## config.mk

```make
export PLATFORM = sky130hd
export DESIGN_NAME = hsvrgb_select
export DESIGN_NICKNAME = d
export VERILOG_FILES = /design/src/hdl/hsvrgb_pkg.sv /design/src/hdl/hsvrgb_select.sv
export SDC_FILE = /design/constraint.sdc
export NUM_CORES = 1
export LEC_CHECK = 0
export BUFFER_PORTS_ARGS = -buffer_cell sky130_fd_sc_hd__buf_2
export CAP_MARGIN = 20
export CELL_PAD_IN_SITES_DETAIL_PLACEMENT = 0
export CELL_PAD_IN_SITES_GLOBAL_PLACEMENT = 1
export CORE_ASPECT_RATIO = 0.6
export CORE_MARGIN = 2
export CORE_UTILIZATION = 22
export CTS_CLUSTER_DIAMETER = 80
export DETAILED_ROUTE_END_ITERATION = 10
export GPL_ROUTABILITY_DRIVEN = 0
export PLACE_DENSITY_LB_ADDON = 0.1
export SYNTH_ARGS = -nofsm -noshare
export SYNTH_HDL_FRONTEND = slang
export SYNTH_SLANG_ARGS = --single-unit
```

## constraint.sdc

```tcl
create_clock -name clk -period 1.7 [get_ports clk]
set_input_delay 0.17 -clock clk [delete_from_list [all_inputs] [get_ports clk]]
set_output_delay 0.17 -clock clk [all_outputs]
set_load 0.01 [all_outputs]
```

## src/hdl/hsvrgb_pkg.sv

```systemverilog
// Shared types and constants for the HSV to RGB converter pipeline.
// No dependencies; used by every module of the block.
package hsvrgb_pkg;

	// Fixed point: 65536 is 1.0 for saturation and value
	localparam int unsigned ONE_Q16  = 65536;
	localparam int unsigned SECTORS  = 6;
	localparam int unsigned CHAN_MAX = 255;

	// Widths of the stream fields
	localparam int HUE_W  = 32;
	localparam int FRAC_W = 16;
	localparam int SV_W   = 18;
	localparam int CHAN_W = 8;

	// Internal widths
	localparam int UNIT_W  = FRAC_W + 1;        // 0..65536
	localparam int W_W     = 24;                // 255 * V, at most 0xFF0000
	localparam int INNER_W = 2 * FRAC_W + 1;    // 2^32 - S*k, 0..2^32
	localparam int PP_W    = W_W + FRAC_W;      // 255 * V * (65536 - S)
	localparam int PQ_W    = W_W + 2 * FRAC_W;  // 255 * V * inner

	// Hue sectors, one per sixth of a turn
	typedef enum logic [2:0] {
		SEC_RED_YEL = 3'd0,
		SEC_YEL_GRN = 3'd1,
		SEC_GRN_CYN = 3'd2,
		SEC_CYN_BLU = 3'd3,
		SEC_BLU_MAG = 3'd4,
		SEC_MAG_RED = 3'd5
	} sector_t;

	// Decoded pixel leaving the front stage
	typedef struct packed {
		logic                err;
		sector_t             sector;
		logic [FRAC_W-1:0]   f;
		logic [UNIT_W-1:0]   fc;
		logic [UNIT_W-1:0]   s;
		logic [UNIT_W-1:0]   sp;
		logic [W_W-1:0]      w;
	} front_t;

	// Scaled levels leaving the multiplier stages
	typedef struct packed {
		logic                err;
		sector_t             sector;
		logic [W_W-1:0]      w;
		logic [PP_W-1:0]     pp;
		logic [PQ_W-1:0]     pq;
		logic [PQ_W-1:0]     pt;
	} level_t;

endpackage

```

## src/hdl/hsvrgb_select.sv

```systemverilog
// Final stage: take the channel levels and route them by hue sector.
// Depends on hsvrgb_pkg.
module hsvrgb_select (
	input  logic                            clk,
	input  logic                            arst_n,
	input  logic                            in_valid,
	output logic                            in_ready,
	input  hsvrgb_pkg::level_t              in,
	output logic                            out_valid,
	input  logic                            out_ready,
	output logic [hsvrgb_pkg::CHAN_W-1:0]   red,
	output logic [hsvrgb_pkg::CHAN_W-1:0]   green,
	output logic [hsvrgb_pkg::CHAN_W-1:0]   blue,
	output logic                            range_error
);

	localparam int CW = hsvrgb_pkg::CHAN_W;
	localparam int WW = hsvrgb_pkg::W_W;
	localparam int PW = hsvrgb_pkg::PP_W;
	localparam int QW = hsvrgb_pkg::PQ_W;

	logic            valid_s5;
	logic [CW-1:0]   red_s5;
	logic [CW-1:0]   green_s5;
	logic [CW-1:0]   blue_s5;
	logic            err_s5;
	logic [CW-1:0]   cv;
	logic [CW-1:0]   cp;
	logic [CW-1:0]   cq;
	logic [CW-1:0]   ct;
	logic [CW-1:0]   r_d;
	logic [CW-1:0]   g_d;
	logic [CW-1:0]   b_d;
	logic            adv;

	// Floor of each level: drop the fraction bits
	assign cv = in.w[WW-1:WW-CW];
	assign cp = in.pp[PW-1:PW-CW];
	assign cq = in.pq[QW-1:QW-CW];
	assign ct = in.pt[QW-1:QW-CW];

	// Route levels by sector; a range error blanks the color
	always_comb begin
		case (in.sector)
			hsvrgb_pkg::SEC_RED_YEL: begin r_d = cv; g_d = ct; b_d = cp; end
			hsvrgb_pkg::SEC_YEL_GRN: begin r_d = cq; g_d = cv; b_d = cp; end
			hsvrgb_pkg::SEC_GRN_CYN: begin r_d = cp; g_d = cv; b_d = ct; end
			hsvrgb_pkg::SEC_CYN_BLU: begin r_d = cp; g_d = cq; b_d = cv; end
			hsvrgb_pkg::SEC_BLU_MAG: begin r_d = ct; g_d = cp; b_d = cv; end
			default: begin r_d = cv; g_d = cp; b_d = cq; end
		endcase
		if (in.err) begin
			r_d = '0;
			g_d = '0;
			b_d = '0;
		end
	end

	// Output register: hold while the result waits
	assign adv      = ~valid_s5 | out_ready;
	assign in_ready = adv;

	always_ff @(posedge clk or negedge arst_n) begin
		if (!arst_n) begin
			valid_s5 <= 1'b0;
		end else if (adv) begin
			valid_s5 <= in_valid;
		end
	end

	always_ff @(posedge clk) begin
		if (adv && in_valid) begin
			red_s5   <= r_d;
			green_s5 <= g_d;
			blue_s5  <= b_d;
			err_s5   <= in.err;
		end
	end

	assign out_valid   = valid_s5;
	assign red         = red_s5;
	assign green       = green_s5;
	assign blue        = blue_s5;
	assign range_error = err_s5;

endmodule

```

==> metrics.csv <==
stage,metric,value,unit
outcome,status,finished clean,
drt,drt via density,4.749,
drt,Initial DRT Pass Iterations,4,
floorplanning,Boundary Pins,211,
global_routing,gr usage total,0.1378,
drt,DRT antenna net count,0,
pwr,Cell Int Power,1.269,mW
global_routing,GRT met1 Usage,0.2016,
placed_design,Post-DP HPWL,4619,µm
worst_setup_path,Startpoint Class,input pin,
clock_tree,clock root buffer,clkbuf_16,
synth,Synth cell types,30,
global_routing,met3 Use GR,0.02454,
global_routing,vias in the first global route,1614,
timing,final worst-path cycle share,0.7578,
timing,Tightest Pin Transition,0.4592,ns
worst_setup_path,Worst setup EP type,register,
synth,"area leader, netlist",edfxtp_1,
pwr,combinational power share,0.248,
timing,RSZ-0062 raised after global routing,false,
pwr,Switching Share,0.2762,
timing,worst rel slew slack,0.6938,
synth,syn avg cell area,10.89,µm²
synth,"Seq/Total Area, Yosys",0.4264,
worst_setup_path,CP Class,input pin to register,
global_routing,largest net degree at the start of global routing,26,
timing,Final Hold Viols,0,
hold_path,HP Class,input pin to register,
floorplanning,initial core utilization,0.2290,
drt,final wirelength,6174,µm
worst_setup_path,Crit Reg-Reg Endpoint,blue[6],
global_routing,first-pass GRT wire length,9204,µm
clock_tree,CTS Sinks,26,
synth,Mapped Nets,351,
clock_tree,CTS buffer count,3,
clock_tree,Max clock buf depth,2,
layout,FILL cells,874,
worst_setup_path,required time worst endpoint,1.77,ns
layout,layout cell share with drive strength beyond 1,0.4198,
clock_tree,TritonCTS clock tree,built,
clock_tree,H-tree depth,1,
drt,# DRC,0,
worst_setup_path,crit-path max cell delay,0.42,ns
pwr,leak pwr,0.9624,nW
layout,Syn-to-layout area delta,32.74,%
clock_tree,"Clk pin slew, worst setup/hold paths",0.07,ns
pwr,Flop pwr share,0.438,
timing,FMAX,776.2,MHz
floorplanning,die area,0.009037,mm²
worst_setup_path,r2r worst-path depth,3,
worst_setup_path,crit path DAT,1.36,ns
layout,antenna cells,0,
global_routing,Overflow after GRT,0,
timing,Finish-stage setup viols,0,
worst_setup_path,Critical Path Fanout Max,14,
timing,worst clock skew,0.002533,ns
synth,Yosys top cell area share,0.4127,
floorplanning,chip width,121.4,µm
layout,final core occ,0.3039,
worst_setup_path,Slowest cell on crit path,or2_1,
pwr,Net Sw Power,0.4840,mW
drt,First DRT Iteration DRCs,62,
pwr,VDD IR-drop max,0.2348,mV
floorplanning,DIE HEIGHT,74.44,µm
drt,Routed WL per cell,17.59,µm
worst_setup_path,worst path cell trace,buf_2 -> or2_1 -> o221ai_1 -> a211oi_1,
timing,fin crit period,1.288,ns
global_routing,met2 usage,0.2104,
synth,Yosys reg bits,26,
floorplanning,core box area,0.007945,mm²
pwr,clock power share,0.315,
global_routing,grt peak-use layer,met2,
placed_design,PortBufs,66,
synth,Synth Instances,167,
run,max-cap violations,0,
hold_path,Hold Path Stages,2,
timing,Final Max Tran Viols,0,
pwr,Power Dens Cells,725.7,mW/mm²
floorplanning,Rows,25,
global_routing,initial antenna violation count,0,
pwr,total power,1.753,mW
timing,Total Neg Setup Slack,0,ns
clock_tree,Post-CTS Setup Inserts,0,
synth,Synth warnings,0,
layout,NumNets Final,428,
hold_path,WHS Endpoint,out_valid,
hold_path,min-delay src,in_valid,
clock_tree,Worst-Skew Late Latency,0.26,ns
worst_setup_path,R2R setup slack,0.54,ns
synth,"top cells by area, synth","edfxtp_1 41%, mux2i_1 9.4%, o221ai_1 7.7%, a211oi_1 5.8%, mux2_2 5.0%",
worst_setup_path,FF-to-FF Start,out_valid,
synth,Post-Syn Area,0.001819,mm²
drt,total vias in the final route,1667,
kinds of logic (layout without fill, tap and decap cells):
family	after synthesis	after routing	synth area share
compound gates	50	50	0.2194
buf+inv	16	92	0.06465
flops	26	26	0.4264
mux	25	25	0.1431
simple gates	50	50	0.1465
how the worst max path moves through the flow:
| stage | start | endpoint | slack (ns) |
|---|---|---|---|
| 2_1_floorplan | out_valid | blue[0] | 0.09 |
| 3_3_place_gp | in[178] | blue[0] | 0.13 |
| 3_5_place_dp | in[178] | blue[5] | 0.12 |
| 4_1_cts | in[178] | blue[5] | 0.41 |
| 5_1_grt | in[178] | blue[2] | 0.32 |
| 6_report | in[178] | blue[5] | 0.41 |
layout make-up:
cell class,instances,area (µm²),share of cell area
sequential,26,775.7,0.3212
timing repair buffer,85,488.0,0.2021
tap,108,135.1,0.05596
clock buffer,4,78.83,0.03264
multi-input combinational,125,925.9,0.3834
inverter,3,11.26,0.004663
cell usage in the layout, fill, tap and decap left out, types with 9 or more instances in the layout:
master,Yosys,routed
o22ai_1,9,9
edfxtp_1,25,25
a211oi_1,14,14
o221ai_1,16,16
buf_2,6,66
buf_4,1,17
nor2b_1,13,13
mux2i_1,17,17
nand2_1,18,18
stage by stage:
stage               instance area (µm²)  setup WS (ns)  hold slack (ns)  cells
global route                       2415         0.3200           0.1231    351
floorplan                          1819        0.08587          -0.1256    167
CTS                                2415         0.4055           0.1068    351
global placement                   2326         0.1320         -0.05449    346
detailed placement                 2326         0.1224         -0.05409    346
finish                             2415         0.4117           0.1109    351
layer usage:
metal	vias to the layer above	share of wire
li1	826	-
met1	780	0.51
met2	55	0.42
met3	6	0.056
met4	0	0.010
met5	-	0
worst max-delay path: cells and delay by family:
kind,cells,cell delay [ns]
buffers and inverters,1,0.29
AND/OR/NAND/NOR,1,0.42
AO/OA/AOI/OAI,2,0.48
power by group through the flow:
stage / registers, mW / logic, mW / clock network [mW]
floorplan: 0.808 / 0.215 / 0
global placement: 0.783 / 0.439 / 0
detailed placement: 0.783 / 0.436 / 0
CTS: 0.768 / 0.438 / 0.576
global route: 0.772 / 0.475 / 0.597
finish: 0.767 / 0.434 / 0.551
synth_stat cells, drive strengths merged:
| cell | number |
|---|---|
| edfxtp | 25 |
| nand2 | 18 |
| mux2i | 17 |
| o221ai | 16 |
| a211oi | 15 |
| nor2b | 13 |
| buf | 12 |
| nor2 | 9 |
| o22ai | 9 |
| mux2 | 8 |
| o32ai | 7 |
| nand2b | 4 |
| inv | 3 |
| a21oi | 1 |
| a221o | 1 |
| and2 | 1 |
| and2b | 1 |
| clkbuf | 1 |
| dfrtp | 1 |
| nand3 | 1 |
| nand3b | 1 |
| nor3 | 1 |
| o21ai | 1 |
| or2 | 1 |
state kept, by name (all words and copies together) (netlist names):
register and flops:
range_error 1, red 8, blue 8, green 8
out_valid 1
repair_timing:
action | in CTS | in global routing
gates resized for setup | 0 | 0
hold buffers | 1 | 0
hold endpoints to repair | 1 | 0
No activity file was read; power rests on OpenSTA's default activity.
