--- src/hdl/hsvrgb_pkg.sv ---
// Shared types and constants for the HSV to RGB converter pipeline.
// No dependencies; used by every module of the block.
package hsvrgb_pkg;

	// Fixed point: 65536 is 1.0 for saturation and value
	localparam int unsigned ONE_Q16  = 65536;
	localparam int unsigned SECTORS  = 6;
	localparam int unsigned CHAN_MAX = 255;

	// Widths of the stream fields
	localparam int HUE_W  = 32;
	localparam int FRAC_W = 16;
	localparam int SV_W   = 18;
	localparam int CHAN_W = 8;

	// Internal widths
	localparam int UNIT_W  = FRAC_W + 1;        // 0..65536
	localparam int W_W     = 24;                // 255 * V, at most 0xFF0000
	localparam int INNER_W = 2 * FRAC_W + 1;    // 2^32 - S*k, 0..2^32
	localparam int PP_W    = W_W + FRAC_W;      // 255 * V * (65536 - S)
	localparam int PQ_W    = W_W + 2 * FRAC_W;  // 255 * V * inner

	// Hue sectors, one per sixth of a turn
	typedef enum logic [2:0] {
		SEC_RED_YEL = 3'd0,
		SEC_YEL_GRN = 3'd1,
		SEC_GRN_CYN = 3'd2,
		SEC_CYN_BLU = 3'd3,
		SEC_BLU_MAG = 3'd4,
		SEC_MAG_RED = 3'd5
	} sector_t;

	// Decoded pixel leaving the front stage
	typedef struct packed {
		logic                err;
		sector_t             sector;
		logic [FRAC_W-1:0]   f;
		logic [UNIT_W-1:0]   fc;
		logic [UNIT_W-1:0]   s;
		logic [UNIT_W-1:0]   sp;
		logic [W_W-1:0]      w;
	} front_t;

	// Scaled levels leaving the multiplier stages
	typedef struct packed {
		logic                err;
		sector_t             sector;
		logic [W_W-1:0]      w;
		logic [PP_W-1:0]     pp;
		logic [PQ_W-1:0]     pq;
		logic [PQ_W-1:0]     pt;
	} level_t;

endpackage

--- src/hdl/hsvrgb_front.sv ---
// First pipeline stage: range check, hue sector and fraction, 255*V.
// Depends on hsvrgb_pkg.
module hsvrgb_front (
	input  logic                              clk,
	input  logic                              arst_n,
	input  logic                              in_valid,
	output logic                              in_ready,
	input  logic [hsvrgb_pkg::FRAC_W-1:0]     hue_frac,
	input  logic signed [hsvrgb_pkg::SV_W-1:0] saturation,
	input  logic signed [hsvrgb_pkg::SV_W-1:0] brightness,
	output logic                              out_valid,
	input  logic                              out_ready,
	output hsvrgb_pkg::front_t                out
);

	localparam int FW = hsvrgb_pkg::FRAC_W;
	localparam int UW = hsvrgb_pkg::UNIT_W;

	logic                   valid_s1;
	hsvrgb_pkg::front_t     data_s1;
	hsvrgb_pkg::front_t     data_d;
	logic [FW+2:0]          prod6;
	logic [UW-1:0]          s_mag;
	logic [UW-1:0]          v_mag;
	logic                   s_bad;
	logic                   v_bad;
	logic                   adv;

	// Out of range: negative, or above 1.0
	assign s_mag = saturation[UW-1:0];
	assign v_mag = brightness[UW-1:0];
	assign s_bad = saturation[hsvrgb_pkg::SV_W-1] | (s_mag[UW-1] & (|s_mag[FW-1:0]));
	assign v_bad = brightness[hsvrgb_pkg::SV_W-1] | (v_mag[UW-1] & (|v_mag[FW-1:0]));

	// Six times the hue fraction: sector on top, fraction below
	assign prod6 = {1'b0, hue_frac, 2'b00} + {2'b00, hue_frac, 1'b0};

	always_comb begin
		data_d.err    = s_bad | v_bad;
		data_d.sector = hsvrgb_pkg::sector_t'(prod6[FW+2:FW]);
		data_d.f      = prod6[FW-1:0];
		data_d.fc     = UW'(hsvrgb_pkg::ONE_Q16) - {1'b0, prod6[FW-1:0]};
		data_d.s      = s_mag;
		data_d.sp     = UW'(hsvrgb_pkg::ONE_Q16) - s_mag;
		data_d.w      = {v_mag[hsvrgb_pkg::W_W-9:0], 8'b0} - hsvrgb_pkg::W_W'(v_mag);
	end

	// Advance when the stage is empty or its transaction moves on
	assign adv       = ~valid_s1 | out_ready;
	assign in_ready  = adv;
	assign out_valid = valid_s1;
	assign out       = data_s1;

	always_ff @(posedge clk or negedge arst_n) begin
		if (!arst_n) begin
			valid_s1 <= 1'b0;
		end else if (adv) begin
			valid_s1 <= in_valid;
		end
	end

	always_ff @(posedge clk) begin
		if (adv && in_valid) begin
			data_s1 <= data_d;
		end
	end

endmodule

--- config.mk ---
export PLATFORM = sky130hd
export DESIGN_NAME = hsvrgb_front
export DESIGN_NICKNAME = d
export VERILOG_FILES = /design/src/hdl/hsvrgb_pkg.sv /design/src/hdl/hsvrgb_front.sv
export SDC_FILE = /design/constraint.sdc
export NUM_CORES = 1
export LEC_CHECK = 0
export BUFFER_PORTS_ARGS = -buffer_cell sky130_fd_sc_hd__buf_2
export CORE_AREA = 2 2 133 135
export CTS_CLUSTER_DIAMETER = 40
export DETAILED_ROUTE_END_ITERATION = 6
export DIE_AREA = 0 0 135 137
export HOLD_SLACK_MARGIN = 0.15
export PLACE_DENSITY_LB_ADDON = 0.2
export SYNTH_ARGS = -nofsm -noshare
export SYNTH_HDL_FRONTEND = slang
export SYNTH_SLANG_ARGS = --single-unit
--- constraint.sdc ---
create_clock -name clk -period 3.2 [get_ports clk]
set_input_delay 0.96 -clock clk [delete_from_list [all_inputs] [get_ports clk]]
set_output_delay 0.96 -clock clk [all_outputs]
set_load 0.1 [all_outputs]
==> results of run 1 <==
==> path summary, 6_finish.rpt <==
check	start	end	slack, ns	depth (start not counted)
min in group clk	out_valid	out_valid	0.56	2
max in group asynchronous	arst_n	out_valid	2.72	1
worst min register to register	out_valid	out_valid	0.56	2
worst min-delay path	arst_n	out_valid	0.39	1
worst max register to register	out_valid	out[68]	1.75	3
worst max-delay path	hue_frac[1]	out[73]	0.13	11
==> layer usage <==
metal / share of wire, % / wire length (µm) / global-route usage, %
met5: 0 / 0 / 0
met4: 1.8 / 215 / 4.92
met3: 5.8 / 688 / 2.44
met2: 50 / 5980 / 22.8
met1: 42 / 5030 / 15.3
==> cell type report <==
type                            instances  area (µm²)  share of cell area [%]
Multi-Input combinational cell        289        2210                    31.9
Clock buffer                            9         225                    3.25
Timing Repair Buffer                  217        1290                    18.6
Sequential cell                        92        2760                    39.8
Tap cell                              225         282                    4.06
Inverter                               26        97.6                    1.41
Clock inverter                          7        66.3                   0.957
==> Yosys cell counts (2+ instances only) <==
cell | n | area, µm²
xor2_1 | 15 | 131
nand2b_1 | 8 | 50.1
and4_1 | 2 | 17.5
and3b_1 | 2 | 17.5
nor3_1 | 16 | 80.1
a2111o_1 | 2 | 22.5
ha_1 | 30 | 375
o21bai_1 | 2 | 15.0
nor3b_1 | 4 | 30.0
nand2_1 | 15 | 56.3
inv_1 | 26 | 97.6
o21ai_1 | 5 | 25.0
and3_1 | 4 | 25.0
edfxtp_1 | 91 | 2730
nor2b_1 | 5 | 31.3
buf_4 | 4 | 30.0
a21oi_1 | 23 | 115
xnor2_1 | 35 | 307
buf_2 | 2 | 10.0
or4b_1 | 2 | 20.0
clkbuf_1 | 4 | 15.0
a21o_1 | 15 | 113
a211oi_1 | 3 | 22.5
nand4_1 | 7 | 43.8
nor4_1 | 6 | 37.5
or3_1 | 5 | 31.3
o21a_1 | 2 | 15.0
o21ai_0 | 8 | 40.0
nor2_1 | 28 | 105
nand3_1 | 11 | 55.1
and2_1 | 4 | 25.0
==> timing repair <==
action / in CTS / in global routing
setup endpoints to repair: 0 / 4
gates resized for setup: 0 / 10
buffers inserted: 0 / 1
==> sequential cells by signal (all words and copies together) (netlist names) <==
signal     count
out_valid      1
out           91
==> cells by family (layout without fill, tap and decap cells) <==
group                      after synthesis  count (layout)
and+or+nand+nor                        127             127
muxes                                    1               1
other                                    1               2
xor gates and xnor gates                51              51
DFF                                     92              92
adders and majority gates               31              31
buffers and inverters                   36             259
AOI/OAI and AO/OA                       77              77
==> through the flow <==
stage               power [mW]  worst slack [ns]  cells
finish                    3.92             0.127    865
global route              4.09            0.0227    865
CTS                       3.96            0.0440    864
detailed placement        2.91            -0.315    848
global placement          2.90            -0.289    848
floorplan                 2.56           -0.0420    417
==> power by group through the flow <==
| stage | clock network [mW] | logic (mW) | registers [mW] |
|---|---|---|---|
| after floorplan | 0 | 0.395 | 2.17 |
| after global routing | 1.12 | 1.49 | 1.49 |
| after detailed placement | 0 | 1.40 | 1.51 |
| after CTS | 1.07 | 1.40 | 1.48 |
| final | 1.03 | 1.40 | 1.48 |
| after global placement | 0 | 1.39 | 1.51 |
==> worst reg2reg max path: cells and delay by family (launching register included) <==
kind / cells / cell delay, ns
buffers and inverters: 1 / 0.38
DFF: 1 / 0.38
and+or+nand+nor: 2 / 0.29
==> results.json, run 1 <==
{
  "outcome": "completed",
  "worst_hold_slack_ns": 0.391,
  "synth_edf_count": 91,
  "ioPinCount": 153,
  "drive_gt1_share_pct": 39.4,
  "hpwl_um": 9460,
  "final.setup.tns_ns": 0,
  "num_rows": 48,
  "setup_viol_count_final": 0,
  "cts.path.max_buffers": 2,
  "clkLatencyLatePin_ns": 0.34,
  "routedWlPerCell_um": 13.8,
  "seqPwrFrac_pct": 37.8,
  "num_antenna_cells": 0,
  "io_buffers": 150,
  "critical_path_arrival_ns": 3.16,
  "period_needed_ns": 3.07,
  "yosysUniqueCellTypes": 61,
  "final_common_cell": "buf_2",
  "p_leak_nw": 2.93,
  "cts_tree": "yes",
  "holdBufCountCts": 0,
  "clkSlewWorstSetupHoldPaths_ns": 0.07,
  "final_area_mm2": 0.00693,
  "track_usage_pct": 12.8,
  "grt_pass1_vias": 3848,
  "antenna_found_initial": 0,
  "crit_chain": "buf_6 -> ha_4 -> fa_2 -> a211oi_4 -> nor3_2 -> or3_4 -> a31oi_4 -> xnor2_4 -> buf_4 -> nor4_4 -> xnor2_1",
  "cp-end-kind": "flop",
  "cts.sinks": 92,
  "synthSimpleGateAreaFrac_pct": 14.1,
  "synth-xor-area-share_pct": 9.04,
  "critical_path.top_delay_family": "simple AND/OR/NAND/NOR gates",
  "antenna_left": 0,
  "ys_warn_count": 0,
  "h-tree-depth": 3,
  "drt_pass1_iterations": 4,
  "n_fill_cell": 1648,
  "drtIter0Drc": 200,
  "place_area_mm2": 0.00659,
  "hold_viol": 0,
  "vias": 3953,
  "die_w_um": 135,
  "cpPeakStageDelay_ns": 0.42,
  "grt_pass1_wl_um": 18600,
  "mostFrequentLayoutCells": "buf_2 (148), edfxtp_1 (91), buf_4 (65), xnor2_1 (34), ha_1 (29)",
  "async_reset_ff_share_pct": 1.09,
  "required_ns": 3.29,
  "switchingPower_mw": 1.56,
  "areaGrowthSynthToFinish_pct": 37.8,
  "swShare_pct": 39.7,
  "synth_ff_type": "edfxtp_1",
  "nets": 722,
  "initial_core_util_pct": 29.5,
  "synth_area_mm2": 0.00503,
  "fin_util_pct": 40.6,
  "slew_violations": 0,
  "clkPwrFrac_pct": 26.3,
  "p_per_area_mw_per_mm2": 566,
  "synth_fa_ha_area_share_pct": 7.87,
  "ys_seq_area_share_pct": 54.9,
  "drv_cap": 0,
  "synthMuxAreaShare_pct": 0.199,
  "via_per_inst": 4.57,
  "cts_root_buffer": "clkbuf_16",
  "synth_top_family_by_area": "simple AND/OR/NAND/NOR gates",
  "hp-class": "primary input to asynchronous set/reset pin",
  "crit_fanout": 5,
  "slew_headroom_pct": 66.0,
  "grt_overflow": 0,
  "rsz0062_at_grt": "false",
  "drcViolationCount": 0,
  "cp_num_buf_inv": 2,
  "cts_buffers": 9,
  "cp_slowest_cell": "or3_4",
  "combPwrFrac_pct": 35.8,
  "worst-setup-path-type": "primary input to flop",
  "ys_seq_elements": 92,
  "die-area_mm2": 0.0185,
  "cp-start-kind": "primary input",
  "power.internal_mw": 2.36,
  "place_congestion": 0.793,
  "synth-compound-area-share_pct": 10.8,
  "clock_skew_ns": 0.00955,
  "routed_wirelength_um": 11900,
  "tightestPinTransition_ns": 0.513,
  "coreArea_mm2": 0.0171,
  "syn_inst": 416,
  "fmaxAchievable_ghz": 0.325,
  "min_period_over_period_pct": 96.0,
  "dieHeight_um": 137,
  "grt_max_degree": 92,
  "vdd_ir_drop_max_mv": 0.215,
  "avgSynthCellArea_um2": 12.1
}
No activity file was read; power rests on OpenSTA's default activity.
==> run 2, diff against run 1 <==
- BUFFER_PORTS_ARGS: -buffer_cell sky130_fd_sc_hd__buf_2 -> default
- DONT_BUFFER_PORTS: default -> 1
==> results.json, run 2 (synthesis gave the netlist of run 1 again) <==
{
  "outcome": "completed",
  "drtIter0Drc": 156,
  "final_area_mm2": 0.00607,
  "crit_chain": "ha_4 -> fa_2 -> a211oi_4 -> o21ba_1 -> o221ai_1 -> a211oi_2 -> nand3_2 -> nor4_4 -> xnor2_1",
  "cts_root_buffer": "clkbuf_16",
  "worst_hold_slack_ns": 0.316,
  "routed_wirelength_um": 11300,
  "routedWlPerCell_um": 16.3,
  "fin_util_pct": 35.6,
  "final.setup.tns_ns": 0,
  "vdd_ir_drop_max_mv": 0.290,
  "num_antenna_cells": 0,
  "rsz0062_at_grt": "false",
  "fmaxAchievable_ghz": 0.336,
  "die-area_mm2": 0.0185,
  "hpwl_um": 9040,
  "tightestPinTransition_ns": 0.955,
  "dp.cells": 679,
  "cp_slowest_cell": "fa_2",
  "cts_buffers": 9,
  "vias": 3327,
  "areaGrowthSynthToFinish_pct": 20.8,
  "ioPinCount": 153,
  "drive_gt1_share_pct": 16.6,
  "antenna_left": 0,
  "min_period_over_period_pct": 92.9,
  "clkSlewWorstSetupHoldPaths_ns": 0.06,
  "cts_tree": "yes",
  "dieHeight_um": 137,
  "p_leak_nw": 2.28,
  "postCtsSetupRepairBufs": 0,
  "worst-setup-path-type": "primary input to flop",
  "required_ns": 3.28,
  "antenna_found_initial": 0,
  "h-tree-depth": 3,
  "slew_headroom_pct": 36.4,
  "cts.path.max_buffers": 2,
  "period_needed_ns": 2.97,
  "hold_viol": 0,
  "grt_overflow": 0,
  "num_rows": 48,
  "fin_cells": 695,
  "crit_fanout": 5,
  "io_buffers": 0,
  "drcViolationCount": 0,
  "grt_pass1_wl_um": 17800,
  "p_per_area_mw_per_mm2": 652,
  "final_common_cell": "edfxtp_1",
  "cts-resized-gates": 0,
  "place_congestion": 0.764,
  "place_area_mm2": 0.00572,
  "clock_skew_ns": 0.00674,
  "via_per_inst": 4.79,
  "track_usage_pct": 12.3,
  "cp-end-kind": "flop",
  "n_fill_cell": 1710,
  "hp-class": "primary input to asynchronous set/reset pin",
  "slew_violations": 0,
  "setup_viol_count_final": 0,
  "clkLatencyLatePin_ns": 0.34,
  "cpPeakStageDelay_ns": 0.39,
  "critical_path_arrival_ns": 3.06,
  "cts.sinks": 92,
  "largest_reg_flops": 91,
  "die_w_um": 135,
  "coreArea_mm2": 0.0171,
  "drv_cap": 0,
  "drt_pass1_iterations": 4,
  "holdBufCountCts": 0,
  "initial_core_util_pct": 29.5,
  "grt_pass1_vias": 3448,
  "grt_max_degree": 49,
  "mostFrequentLayoutCells": "edfxtp_1 (91), buf_4 (44), xnor2_1 (34), ha_1 (29), nor2_1 (28)",
  "nets": 552,
  "cp-start-kind": "primary input"
}
## run 2: cell count changes in the layout (fill, tap and decap cells not counted), moves of 2 or more
| cell | before | now |
|---|---|---|
| buf_6 | 2 | 0 |
| buf_16 | 0 | 2 |
| buf_2 | 148 | 0 |
| buf_4 | 65 | 44 |
| bufinv_16 | 0 | 3 |
## run 2: final timing paths
| check | slack, ns | start | cells past startpoint | to |
|---|---|---|---|---|
| worst max-delay path | 0.23 | hue_frac[0] | 9 | out[73] |
| worst max register to register | 1.38 | out_valid | 4 | out[64] |
| worst min-delay path | 0.32 | arst_n | 0 | out_valid |
| max in group asynchronous | 2.82 | arst_n | 0 | out_valid |
| min in group clk | 0.71 | saturation[7] | 0 | out[48] |
| worst min register to register | 0.87 | out_valid | 3 | out_valid |
## run 2: final cells by class
class,count,area [µm²],share of cell area [%]
multi-input combinational,289,2180,35.8
clock inverter,7,129,2.12
sequential,92,2760,45.4
tap,225,282,4.64
timing repair buffer,47,405,6.67
inverter,26,97.6,1.61
clock buffer,9,225,3.71
## run 2: stage by stage
stage	total power [mW]	worst slack, ns
after floorplan	2.56	-0.0420
after global placement	2.75	-0.139
after detailed placement	2.76	-0.173
after CTS	4.01	0.190
after global routing	4.13	0.00706
final	3.96	0.226
## run 2: where the power goes
part | internal, mW | switching (mW)
Sequential | 1.47 | 0.667
Combinational | 0.249 | 0.338
Clock | 0.777 | 0.462
Total | 2.49 | 1.47
## run 2: routing by layer
layer  up-vias  share of wire, %  global-route usage (%)  wire length, µm
li1       1629                 -                       -                -
met1      1571                40                    13.4             4470
met2       116                50                    22.0             5700
met3        11               8.4                    4.59              952
met4         0               1.6                    4.40              182
met5         -                 0                       0                0
## run 2: critical path: cells and delay by family
kind | cells | cell delay (ns)
adder cells (fa/ha/maj) | 2 | 0.53
XOR/XNOR | 1 | 0.10
AO/OA/AOI/OAI | 4 | 0.97
AND/OR/NAND/NOR | 2 | 0.49
